[src/rtl/vna_pkg.sv]
package vna_pkg;

  // Store geometry
  localparam int MAX_VERTICES = 1024;
  localparam int ADDR_W       = $clog2(MAX_VERTICES);
  localparam int VCNT_W       = 11;

  // Field widths
  localparam int FUNC_W = 2;
  localparam int POS_W  = 32;
  localparam int SUM_W  = 24;
  localparam int NORM_W = 16;

  // Arithmetic widths
  localparam int EDGE_W    = POS_W + 1;
  localparam int MAG_W     = 62;
  localparam int FIT_W     = 30;
  localparam int PROD_W    = 2 * FIT_W;
  localparam int ACC_W     = 63;
  localparam int ROOT_W    = 63;
  localparam int LEN_W     = 32;
  localparam int QUO_W     = 16;
  localparam int ONE_SHIFT = 14;
  localparam int NUM_W     = FIT_W + ONE_SHIFT + 1;
  localparam int NUM_VEC   = 6;
  localparam int VEC_IDX_W = 3;

  // Sequencer step counts
  localparam int CNT_W      = 5;
  localparam int ROOT_STEPS = ROOT_W / 2 + 1;
  localparam int DIV_STEPS  = QUO_W;
  localparam int CROSS_MULS = 6;
  localparam int SQ_MULS    = 3;
  localparam int POS_READS  = 3;

  // Configuration port
  localparam int PADDR_W  = 3;
  localparam int PDATA_W  = 32;
  localparam logic [0:0] REG_VERTEX_COUNT = 1'b0;

  // Corner / slot selection for store addresses
  localparam logic [1:0] SEL_A    = 2'd0;
  localparam logic [1:0] SEL_B    = 2'd1;
  localparam logic [1:0] SEL_C    = 2'd2;
  localparam logic [1:0] SEL_SLOT = 2'd3;

  typedef enum logic [FUNC_W-1:0] {
    FUNC_LOAD     = 2'd0,
    FUNC_TRIANGLE = 2'd1,
    FUNC_QUERY    = 2'd2,
    FUNC_NONE     = 2'd3
  } func_e;

  typedef struct packed {
    logic [FUNC_W-1:0]       func;
    logic [ADDR_W-1:0]       vertex_slot;
    logic signed [POS_W-1:0] pos_x;
    logic signed [POS_W-1:0] pos_y;
    logic signed [POS_W-1:0] pos_z;
    logic [ADDR_W-1:0]       corner_a;
    logic [ADDR_W-1:0]       corner_b;
    logic [ADDR_W-1:0]       corner_c;
  } item_t;

  typedef struct packed {
    logic                 cap_item;
    logic                 clr_wr;
    logic                 pos_wr;
    logic                 pos_rd;
    logic [1:0]           pos_rd_sel;
    logic                 pos_cap;
    logic [1:0]           pos_cap_idx;
    logic                 sum_rd;
    logic                 sum_zero;
    logic                 sum_add;
    logic [1:0]           sum_sel;
    logic                 edge_load;
    logic                 shrink_step;
    logic                 mul_en;
    logic [VEC_IDX_W-1:0] mul_a;
    logic [VEC_IDX_W-1:0] mul_b;
    logic [1:0]           acc_idx;
    logic                 acc_sub;
    logic                 mag_from_acc;
    logic                 mag_from_sum;
    logic                 root_init;
    logic                 root_step;
    logic                 div_init;
    logic                 div_step;
    logic                 div_store;
    logic [1:0]           div_idx;
    logic                 out_load;
    logic                 out_bad;
  } cmd_t;

  typedef struct packed {
    logic              fit;
    logic              tri_ok;
    logic              slot_ok;
    logic              clr_done;
    logic              out_free;
    logic [FUNC_W-1:0] func;
  } stat_t;

endpackage

[src/rtl/vna_ctrl.sv]
module vna_ctrl (
  input  logic                       clk_i,
  input  logic                       rst_ni,
  input  logic                       in_valid_i,
  input  logic [vna_pkg::FUNC_W-1:0] in_func_i,
  output logic                       in_ready_o,
  input  vna_pkg::stat_t             stat_i,
  output vna_pkg::cmd_t              cmd_o
);

  typedef enum logic [4:0] {
    S_CLEAR, S_IDLE, S_LOAD, S_TRI_CHK, S_POS_RD, S_EDGE, S_SHRINK, S_CROSS,
    S_LOADN, S_SQUARE, S_ROOT_INIT, S_ROOT, S_DIV_INIT, S_DIV, S_DIV_STORE,
    S_ADD_RD, S_ADD_WR, S_Q_CHK, S_Q_RD, S_Q_LOAD, S_OUT
  } state_e;

  state_e                    state_q, state_d;
  logic [vna_pkg::CNT_W-1:0] cnt_q, cnt_d;
  logic [1:0]                comp_q, comp_d;
  logic                      to_sq_q, to_sq_d;

  always_comb begin
    state_d    = state_q;
    cnt_d      = cnt_q;
    comp_d     = comp_q;
    to_sq_d    = to_sq_q;
    cmd_o      = '0;
    in_ready_o = 1'b0;

    case (state_q)
      S_CLEAR: begin
        cmd_o.clr_wr = 1'b1;
        if (stat_i.clr_done) begin
          state_d = S_IDLE;
        end
      end
      S_IDLE: begin
        in_ready_o = 1'b1;
        if (in_valid_i) begin
          cmd_o.cap_item = 1'b1;
          case (vna_pkg::func_e'(in_func_i))
            vna_pkg::FUNC_LOAD:     state_d = S_LOAD;
            vna_pkg::FUNC_TRIANGLE: state_d = S_TRI_CHK;
            vna_pkg::FUNC_QUERY:    state_d = S_Q_CHK;
            default:                state_d = S_IDLE;
          endcase
        end
      end
      S_LOAD: begin
        cmd_o.pos_wr   = 1'b1;
        cmd_o.sum_zero = 1'b1;
        cmd_o.sum_sel  = vna_pkg::SEL_SLOT;
        state_d        = S_IDLE;
      end
      S_TRI_CHK: begin
        cnt_d   = '0;
        state_d = stat_i.tri_ok ? S_POS_RD : S_IDLE;
      end
      // Read corners a, b, c; capture each from the read register in the next cycle
      S_POS_RD: begin
        if (cnt_q < vna_pkg::CNT_W'(vna_pkg::POS_READS)) begin
          cmd_o.pos_rd     = 1'b1;
          cmd_o.pos_rd_sel = cnt_q[1:0];
        end
        if (cnt_q != '0) begin
          cmd_o.pos_cap     = 1'b1;
          cmd_o.pos_cap_idx = 2'(cnt_q - 1'b1);
        end
        if (cnt_q == vna_pkg::CNT_W'(vna_pkg::POS_READS)) begin
          state_d = S_EDGE;
        end else begin
          cnt_d = cnt_q + 1'b1;
        end
      end
      S_EDGE: begin
        cmd_o.edge_load = 1'b1;
        to_sq_d         = 1'b0;
        state_d         = S_SHRINK;
      end
      S_SHRINK: begin
        if (stat_i.fit) begin
          cnt_d   = '0;
          state_d = to_sq_q ? S_SQUARE : S_CROSS;
        end else begin
          cmd_o.shrink_step = 1'b1;
        end
      end
      // Six products of the cross product, then a drain step for the last product
      S_CROSS: begin
        if (cnt_q < vna_pkg::CNT_W'(vna_pkg::CROSS_MULS)) begin
          cmd_o.mul_en = 1'b1;
          case (cnt_q[2:0])
            3'd0: begin cmd_o.mul_a = 3'd1; cmd_o.mul_b = 3'd5; cmd_o.acc_idx = 2'd0; end
            3'd1: begin cmd_o.mul_a = 3'd2; cmd_o.mul_b = 3'd4; cmd_o.acc_idx = 2'd0;
                        cmd_o.acc_sub = 1'b1; end
            3'd2: begin cmd_o.mul_a = 3'd2; cmd_o.mul_b = 3'd3; cmd_o.acc_idx = 2'd1; end
            3'd3: begin cmd_o.mul_a = 3'd0; cmd_o.mul_b = 3'd5; cmd_o.acc_idx = 2'd1;
                        cmd_o.acc_sub = 1'b1; end
            3'd4: begin cmd_o.mul_a = 3'd0; cmd_o.mul_b = 3'd4; cmd_o.acc_idx = 2'd2; end
            default: begin cmd_o.mul_a = 3'd1; cmd_o.mul_b = 3'd3; cmd_o.acc_idx = 2'd2;
                        cmd_o.acc_sub = 1'b1; end
          endcase
        end
        if (cnt_q == vna_pkg::CNT_W'(vna_pkg::CROSS_MULS)) begin
          state_d = S_LOADN;
        end else begin
          cnt_d = cnt_q + 1'b1;
        end
      end
      S_LOADN: begin
        cmd_o.mag_from_acc = 1'b1;
        to_sq_d            = 1'b1;
        state_d            = S_SHRINK;
      end
      // Sum of squares into accumulator zero
      S_SQUARE: begin
        if (cnt_q < vna_pkg::CNT_W'(vna_pkg::SQ_MULS)) begin
          cmd_o.mul_en = 1'b1;
          cmd_o.mul_a  = vna_pkg::VEC_IDX_W'(cnt_q);
          cmd_o.mul_b  = vna_pkg::VEC_IDX_W'(cnt_q);
        end
        if (cnt_q == vna_pkg::CNT_W'(vna_pkg::SQ_MULS)) begin
          state_d = S_ROOT_INIT;
        end else begin
          cnt_d = cnt_q + 1'b1;
        end
      end
      S_ROOT_INIT: begin
        cmd_o.root_init = 1'b1;
        cnt_d           = '0;
        state_d         = S_ROOT;
      end
      S_ROOT: begin
        cmd_o.root_step = 1'b1;
        if (cnt_q == vna_pkg::CNT_W'(vna_pkg::ROOT_STEPS - 1)) begin
          comp_d  = '0;
          state_d = S_DIV_INIT;
        end else begin
          cnt_d = cnt_q + 1'b1;
        end
      end
      S_DIV_INIT: begin
        cmd_o.div_init = 1'b1;
        cmd_o.div_idx  = comp_q;
        cnt_d          = '0;
        state_d        = S_DIV;
      end
      S_DIV: begin
        cmd_o.div_step = 1'b1;
        if (cnt_q == vna_pkg::CNT_W'(vna_pkg::DIV_STEPS - 1)) begin
          state_d = S_DIV_STORE;
        end else begin
          cnt_d = cnt_q + 1'b1;
        end
      end
      S_DIV_STORE: begin
        cmd_o.div_store = 1'b1;
        cmd_o.div_idx   = comp_q;
        if (comp_q == 2'd2) begin
          comp_d  = '0;
          state_d = (stat_i.func == vna_pkg::FUNC_QUERY) ? S_OUT : S_ADD_RD;
        end else begin
          comp_d  = comp_q + 1'b1;
          state_d = S_DIV_INIT;
        end
      end
      // Read-modify-write of each corner's sum, a then b then c
      S_ADD_RD: begin
        cmd_o.sum_rd  = 1'b1;
        cmd_o.sum_sel = comp_q;
        state_d       = S_ADD_WR;
      end
      S_ADD_WR: begin
        cmd_o.sum_add = 1'b1;
        cmd_o.sum_sel = comp_q;
        if (comp_q == 2'd2) begin
          state_d = S_IDLE;
        end else begin
          comp_d  = comp_q + 1'b1;
          state_d = S_ADD_RD;
        end
      end
      S_Q_CHK: begin
        state_d = stat_i.slot_ok ? S_Q_RD : S_OUT;
      end
      S_Q_RD: begin
        cmd_o.sum_rd  = 1'b1;
        cmd_o.sum_sel = vna_pkg::SEL_SLOT;
        state_d       = S_Q_LOAD;
      end
      S_Q_LOAD: begin
        cmd_o.mag_from_sum = 1'b1;
        to_sq_d            = 1'b1;
        state_d            = S_SHRINK;
      end
      // Hold until the result register is free
      S_OUT: begin
        if (stat_i.out_free) begin
          cmd_o.out_load = 1'b1;
          cmd_o.out_bad  = !stat_i.slot_ok;
          state_d        = S_IDLE;
        end
      end
      default: begin
        state_d = S_IDLE;
      end
    endcase
  end

  always_ff @(posedge clk_i or negedge rst_ni) begin
    if (!rst_ni) begin
      state_q <= S_CLEAR;
      cnt_q   <= '0;
      comp_q  <= '0;
      to_sq_q <= 1'b0;
    end else begin
      state_q <= state_d;
      cnt_q   <= cnt_d;
      comp_q  <= comp_d;
      to_sq_q <= to_sq_d;
    end
  end

endmodule

[config.mk]
export PLATFORM = sky130hd
export DESIGN_NAME = vna_ctrl
export DESIGN_NICKNAME = d
export VERILOG_FILES = /design/src/rtl/vna_pkg.sv /design/src/rtl/vna_ctrl.sv
export SDC_FILE = /design/constraint.sdc
export NUM_CORES = 1
export LEC_CHECK = 0
export CELL_PAD_IN_SITES_DETAIL_PLACEMENT = 1
export CELL_PAD_IN_SITES_GLOBAL_PLACEMENT = 1
export CORE_UTILIZATION = 48
export DETAILED_ROUTE_END_ITERATION = 8
export DONT_BUFFER_PORTS = 1
export PLACE_DENSITY = 0.82
export SLEW_MARGIN = 0
export SYNTH_ARGS = -nofsm -noshare
export SYNTH_HDL_FRONTEND = slang
export SYNTH_SLANG_ARGS = --single-unit
[constraint.sdc]
create_clock -name clk_i -period 5.6 [get_ports clk_i]
set_input_delay 0.84 -clock clk_i [delete_from_list [all_inputs] [get_ports clk_i]]
set_output_delay 0.84 -clock clk_i [all_outputs]
set_load 0.01 [all_outputs]
### After elaboration in Yosys (flattened, before gate mapping)

Index checks and enable logic that the tools add are counted.

| storage, ports and cells | value |
|---|---|
| bits in registers | 13 |
| bits of input ports | 12 |
| logic and storage cells | 133 |

| cells by class | value |
|---|---|
| mux-type cells | 58 |
| eq/ne operators | 46 |
| reductions and logical operators | 20 |
| order comparisons | 2 |
| add/sub/neg operators | 3 |

Operators with widths:

| operator | number |
|---|---|
| 5-bit case mux with 18 select lines | 1 |
| 5-bit 2-to-1 mux | 16 |
| 5-bit by 4-bit == test with 1-bit output (second input constant) | 9 |
| 7-bit case mux with 5 select lines | 1 |
| 5-bit == test (second input constant) | 6 |
| 5-bit case mux with 6 select lines | 1 |
| 2-bit != test (second input constant) | 14 |
| 5-bit by 3-bit == test with 1-bit output (second input constant) | 5 |
| 1-bit 2-to-1 mux | 18 |
| 5-bit by 2-bit == test with 1-bit output (second input constant) | 3 |
| 3-bit 2-to-1 mux | 5 |
| 5-bit case mux with 3 select lines | 1 |
| 7-bit case mux with 2 select lines | 1 |
| 2-bit 2-to-1 mux | 6 |
| 2-bit OR reduction | 6 |
| 10-bit 2-to-1 mux | 1 |
| 9-bit AND reduction | 1 |
| 3-bit OR reduction | 3 |
| 4-bit 2-to-1 mux | 2 |
| 7-bit 2-to-1 mux | 1 |
| 2-bit == test (second input constant) | 3 |
| 3-bit by 2-bit == test with 1-bit output (second input constant) | 2 |
| 6-bit 2-to-1 mux | 1 |
| 2-bit case mux with 3 select lines | 1 |
| 21 further kinds | 21 |

### Longest topological paths before layout

| logic depth | value |
|---|---|
| depth after elaboration | 5 |
| depth in mapped cells | 8 |
| gate-level depth less buffers | 8 |

### Worst setup path before layout

No wires, ideal clock.

| path | value |
|---|---|
| path type | register to output |
| start point | reg state_q[3] |
| end point | out cmd_o[15] (netlist name) |
| setup slack | 2.882 ns |
| stages on the path, launching flop included | 6 |
| data arrival time | 1.878 ns |
| cells stage by stage | dfrtp_1 -> buf_6 -> or3b_1 -> buf_2 -> or4_4 -> o41ai_1 |

RTL lines:

| what | line | RTL |
|---|---|---|
| from (decl) | vna_ctrl.sv:17 | `state_e state_q, state_d;` |
| from (signal assigned) | vna_ctrl.sv:217 | `state_q <= state_d;` |
| to (decl) | vna_ctrl.sv:8 | `output vna_pkg::cmd_t cmd_o` |

==> flow_summary.yaml <==
grt:
  grt_pass1_wl_um: 8910
  grt_use_total_pct: 28.5
  grt_pass1_vias: 1728
  grt_max_degree: 32
  antenna_found_initial: 0
  overflow: 0
sta:
  worstMarginPinSlew_ns: 0.852
  setup_tns_ns: 0
  period_share_pct: 64.4
  hold_slack_ns: 0.238
  period_needed_ns: 3.61
  rsz0062_at_grt: "no"
  finalSetupViolations: 0
  hold_viol: 0
  skew_ns: 0.00337
  fmax_ghz: 0.277
  drv_slew: 0
  timing.slew.headroom_pct: 43.2
placement:
  place.gp.congestion: 0.864
  dp_hpwl_um: 4170
  dp.cells: 278
  port_buffers: 0
worst_setup_path:
  crit_family: "simple AND/OR/NAND/NOR gates"
  r2r_start: "state_q[2]"
  max_stage_delay_ns: 0.85
  crit_required_ns: 4.76
  crit_path_end_kind: "output port"
  crit_slowest_cell: "dfrtp_1"
  path_cells: "or3b_1 -> or4_4 -> o41ai_1"
  crit_buf_inv: 0
  critPathKind: "flop to output port"
  critPathLaunchType: "flop"
  cp_data_arrival_time_ns: 2.77
  crit_start: "state_q[2]"
  critPathMaxFanout: 29
route:
  drtIter0Drc: 99
  vias: 1860
  ant_nets: 0
  drc_errors: 0
  firstDrtPassIters: 4
  viasPerCell: 6.60
  drt-total-wl_um: 5430
  wire_per_inst_um: 19.3
run:
  cap_violations: 0
logic_synthesis:
  synth_flop_cell: "dfrtp_1"
  syn_nets: 274
  post-synth-top-area-cell: "dfrtp_1"
  yosysUniqueCellTypes: 53
  ys_top_cells_by_area: "dfrtp_1 (18%), ha_1 (7.1%), nor2_1 (5.8%), nor3_1 (4.8%), a21oi_1 (4.5%)"
  synth_most_common_cell: "nor2_1"
  ys_seq_elements: 13
  synthCells: 252
  synth_area_sq_um: 1760
  synth_top_area_share_pct: 18.5
  synth.avg_cell_area_sq_um: 6.99
  ys_seq_area_share_pct: 18.5
  synth_enable_flop_cells: 0
  yosys-top-cells-count: "nor2_1 (27), nor3_1 (17), a21oi_1 (16), inv_1 (16)"
  async_flop_share_pct: 100
  yosysWarnings: 0
clock_tree:
  cts_max_level: 1
  clockRootBuffer: "clkbuf_4"
  ctsHoldBuffers: 0
  cts_tree: "done"
  clk_pin_slew_worst_paths_ns: 0.09
  numCtsBuffers: 3
  clk_latency_ns: 0.28
  post_cts_buffers: 0
  clock_path_buffers: 2
  cts_resized: 0
  cts.sinks: 13
finish:
  finish.net_count: 259
  fin_cells: 282
  drive_gt1_share_pct: 5.51
  final_util_pct: 51.3
  diodes: 0
  areaGrowthSynthToFinish_pct: -0.568
  fillers: 465
die:
  std_cell_rows: 21
  design.core.area_sq_um: 3420
  initial_core_util_pct: 51.6
  die_y_um: 62.6
  die_x_um: 62.6
  num_io_pins: 50
  dieArea_sq_um: 3920
power:
  p_leak_nw: 0.686
  ir_drop_mv: 0.315
  power_density_nw_per_um2: 631
  power_mw: 1.11
outcome:
  outcome: "finished clean"
min_path:
  hp-class: "primary input to async pin"
state kept, by name, summed over array words and instances (netlist names):
signal / cells
cnt_q: 5
state_q: 5
comp_q: 2
to_sq_q: 1
layout make-up:
type	instances	area, sq um	area share [%]
multi-input cells	202	1280	72.9
flip-flops and latches	13	325	18.6
inverters	17	63.8	3.64
well taps	46	57.6	3.29
clock buffers	3	22.5	1.29
clock inverters	1	5.00	0.286
layer usage:
layer  GRT usage (%)  share of wire, %  vias to the layer above
met3            5.11               5.2                        2
met1            41.6                49                      908
met2            44.3                45                       58
li1                -                 -                      892
met5               0                 0                        -
met4            3.78              0.35                        0
cells by family (layout without fill, tap and decap cells):
group | count (synthesis) | count (layout) | synth area share (%)
AOI/OAI and AO/OA | 77 | 77 | 28.7
buffers and inverters | 37 | 21 | 9.02
DFF | 13 | 13 | 18.5
adders and majority gates | 10 | 10 | 7.10
and+or+nand+nor | 112 | 112 | 35.4
muxes | 2 | 2 | 1.14
other | 1 | 1 | 0.213
metrics by stage:
step                      worst slack (ns)  instance area [sq um]
after global routing                  1.81                   1750
final                                 1.99                   1750
after detailed placement              2.36                   1720
after global placement                2.49                   1720
after CTS                             2.04                   1750
after floorplan                       2.88                   1760
worst paths after layout:
kind | to | slack [ns] | cells after the start
max | cmd_o[15] | 1.99 | 3
min | to_sq_q | 0.24 | 0
max reg2reg | state_q[4] | 2.93 | 5
min reg2reg | comp_q[1] | 0.63 | 2
max in group asynchronous | cnt_q[3] | 5.29 | 0
min in group clk_i | comp_q[1] | 0.63 | 2
where the power goes:
part	total, mW	internal [mW]	switching, mW
combinational	0.746	0.278	0.467
clock	0.0607	0.0265	0.0342
sequential	0.299	0.133	0.166
cells in the final DEF (no fill, tap or decap), types with 3 or more instances in the layout:
cell / synthesis / routed
a211oi_1: 8 / 8
a21o_1: 4 / 4
a21oi_1: 16 / 16
a22oi_1: 3 / 3
a31oi_1: 7 / 7
and2_1: 4 / 4
and3_1: 3 / 3
clkbuf_4: 0 / 3
dfrtp_1: 13 / 13
ha_1: 10 / 10
inv_1: 16 / 16
nand2_1: 12 / 12
nand2b_1: 10 / 10
nand3_1: 5 / 5
nand3b_1: 4 / 4
nor2_1: 27 / 27
nor2b_1: 5 / 5
nor3_1: 17 / 17
nor3b_1: 4 / 4
nor4_1: 3 / 3
o211ai_1: 4 / 4
o21ai_0: 13 / 13
o22ai_1: 6 / 6
o32ai_1: 3 / 3
Note: power is estimated with default switching activity, not from simulation.
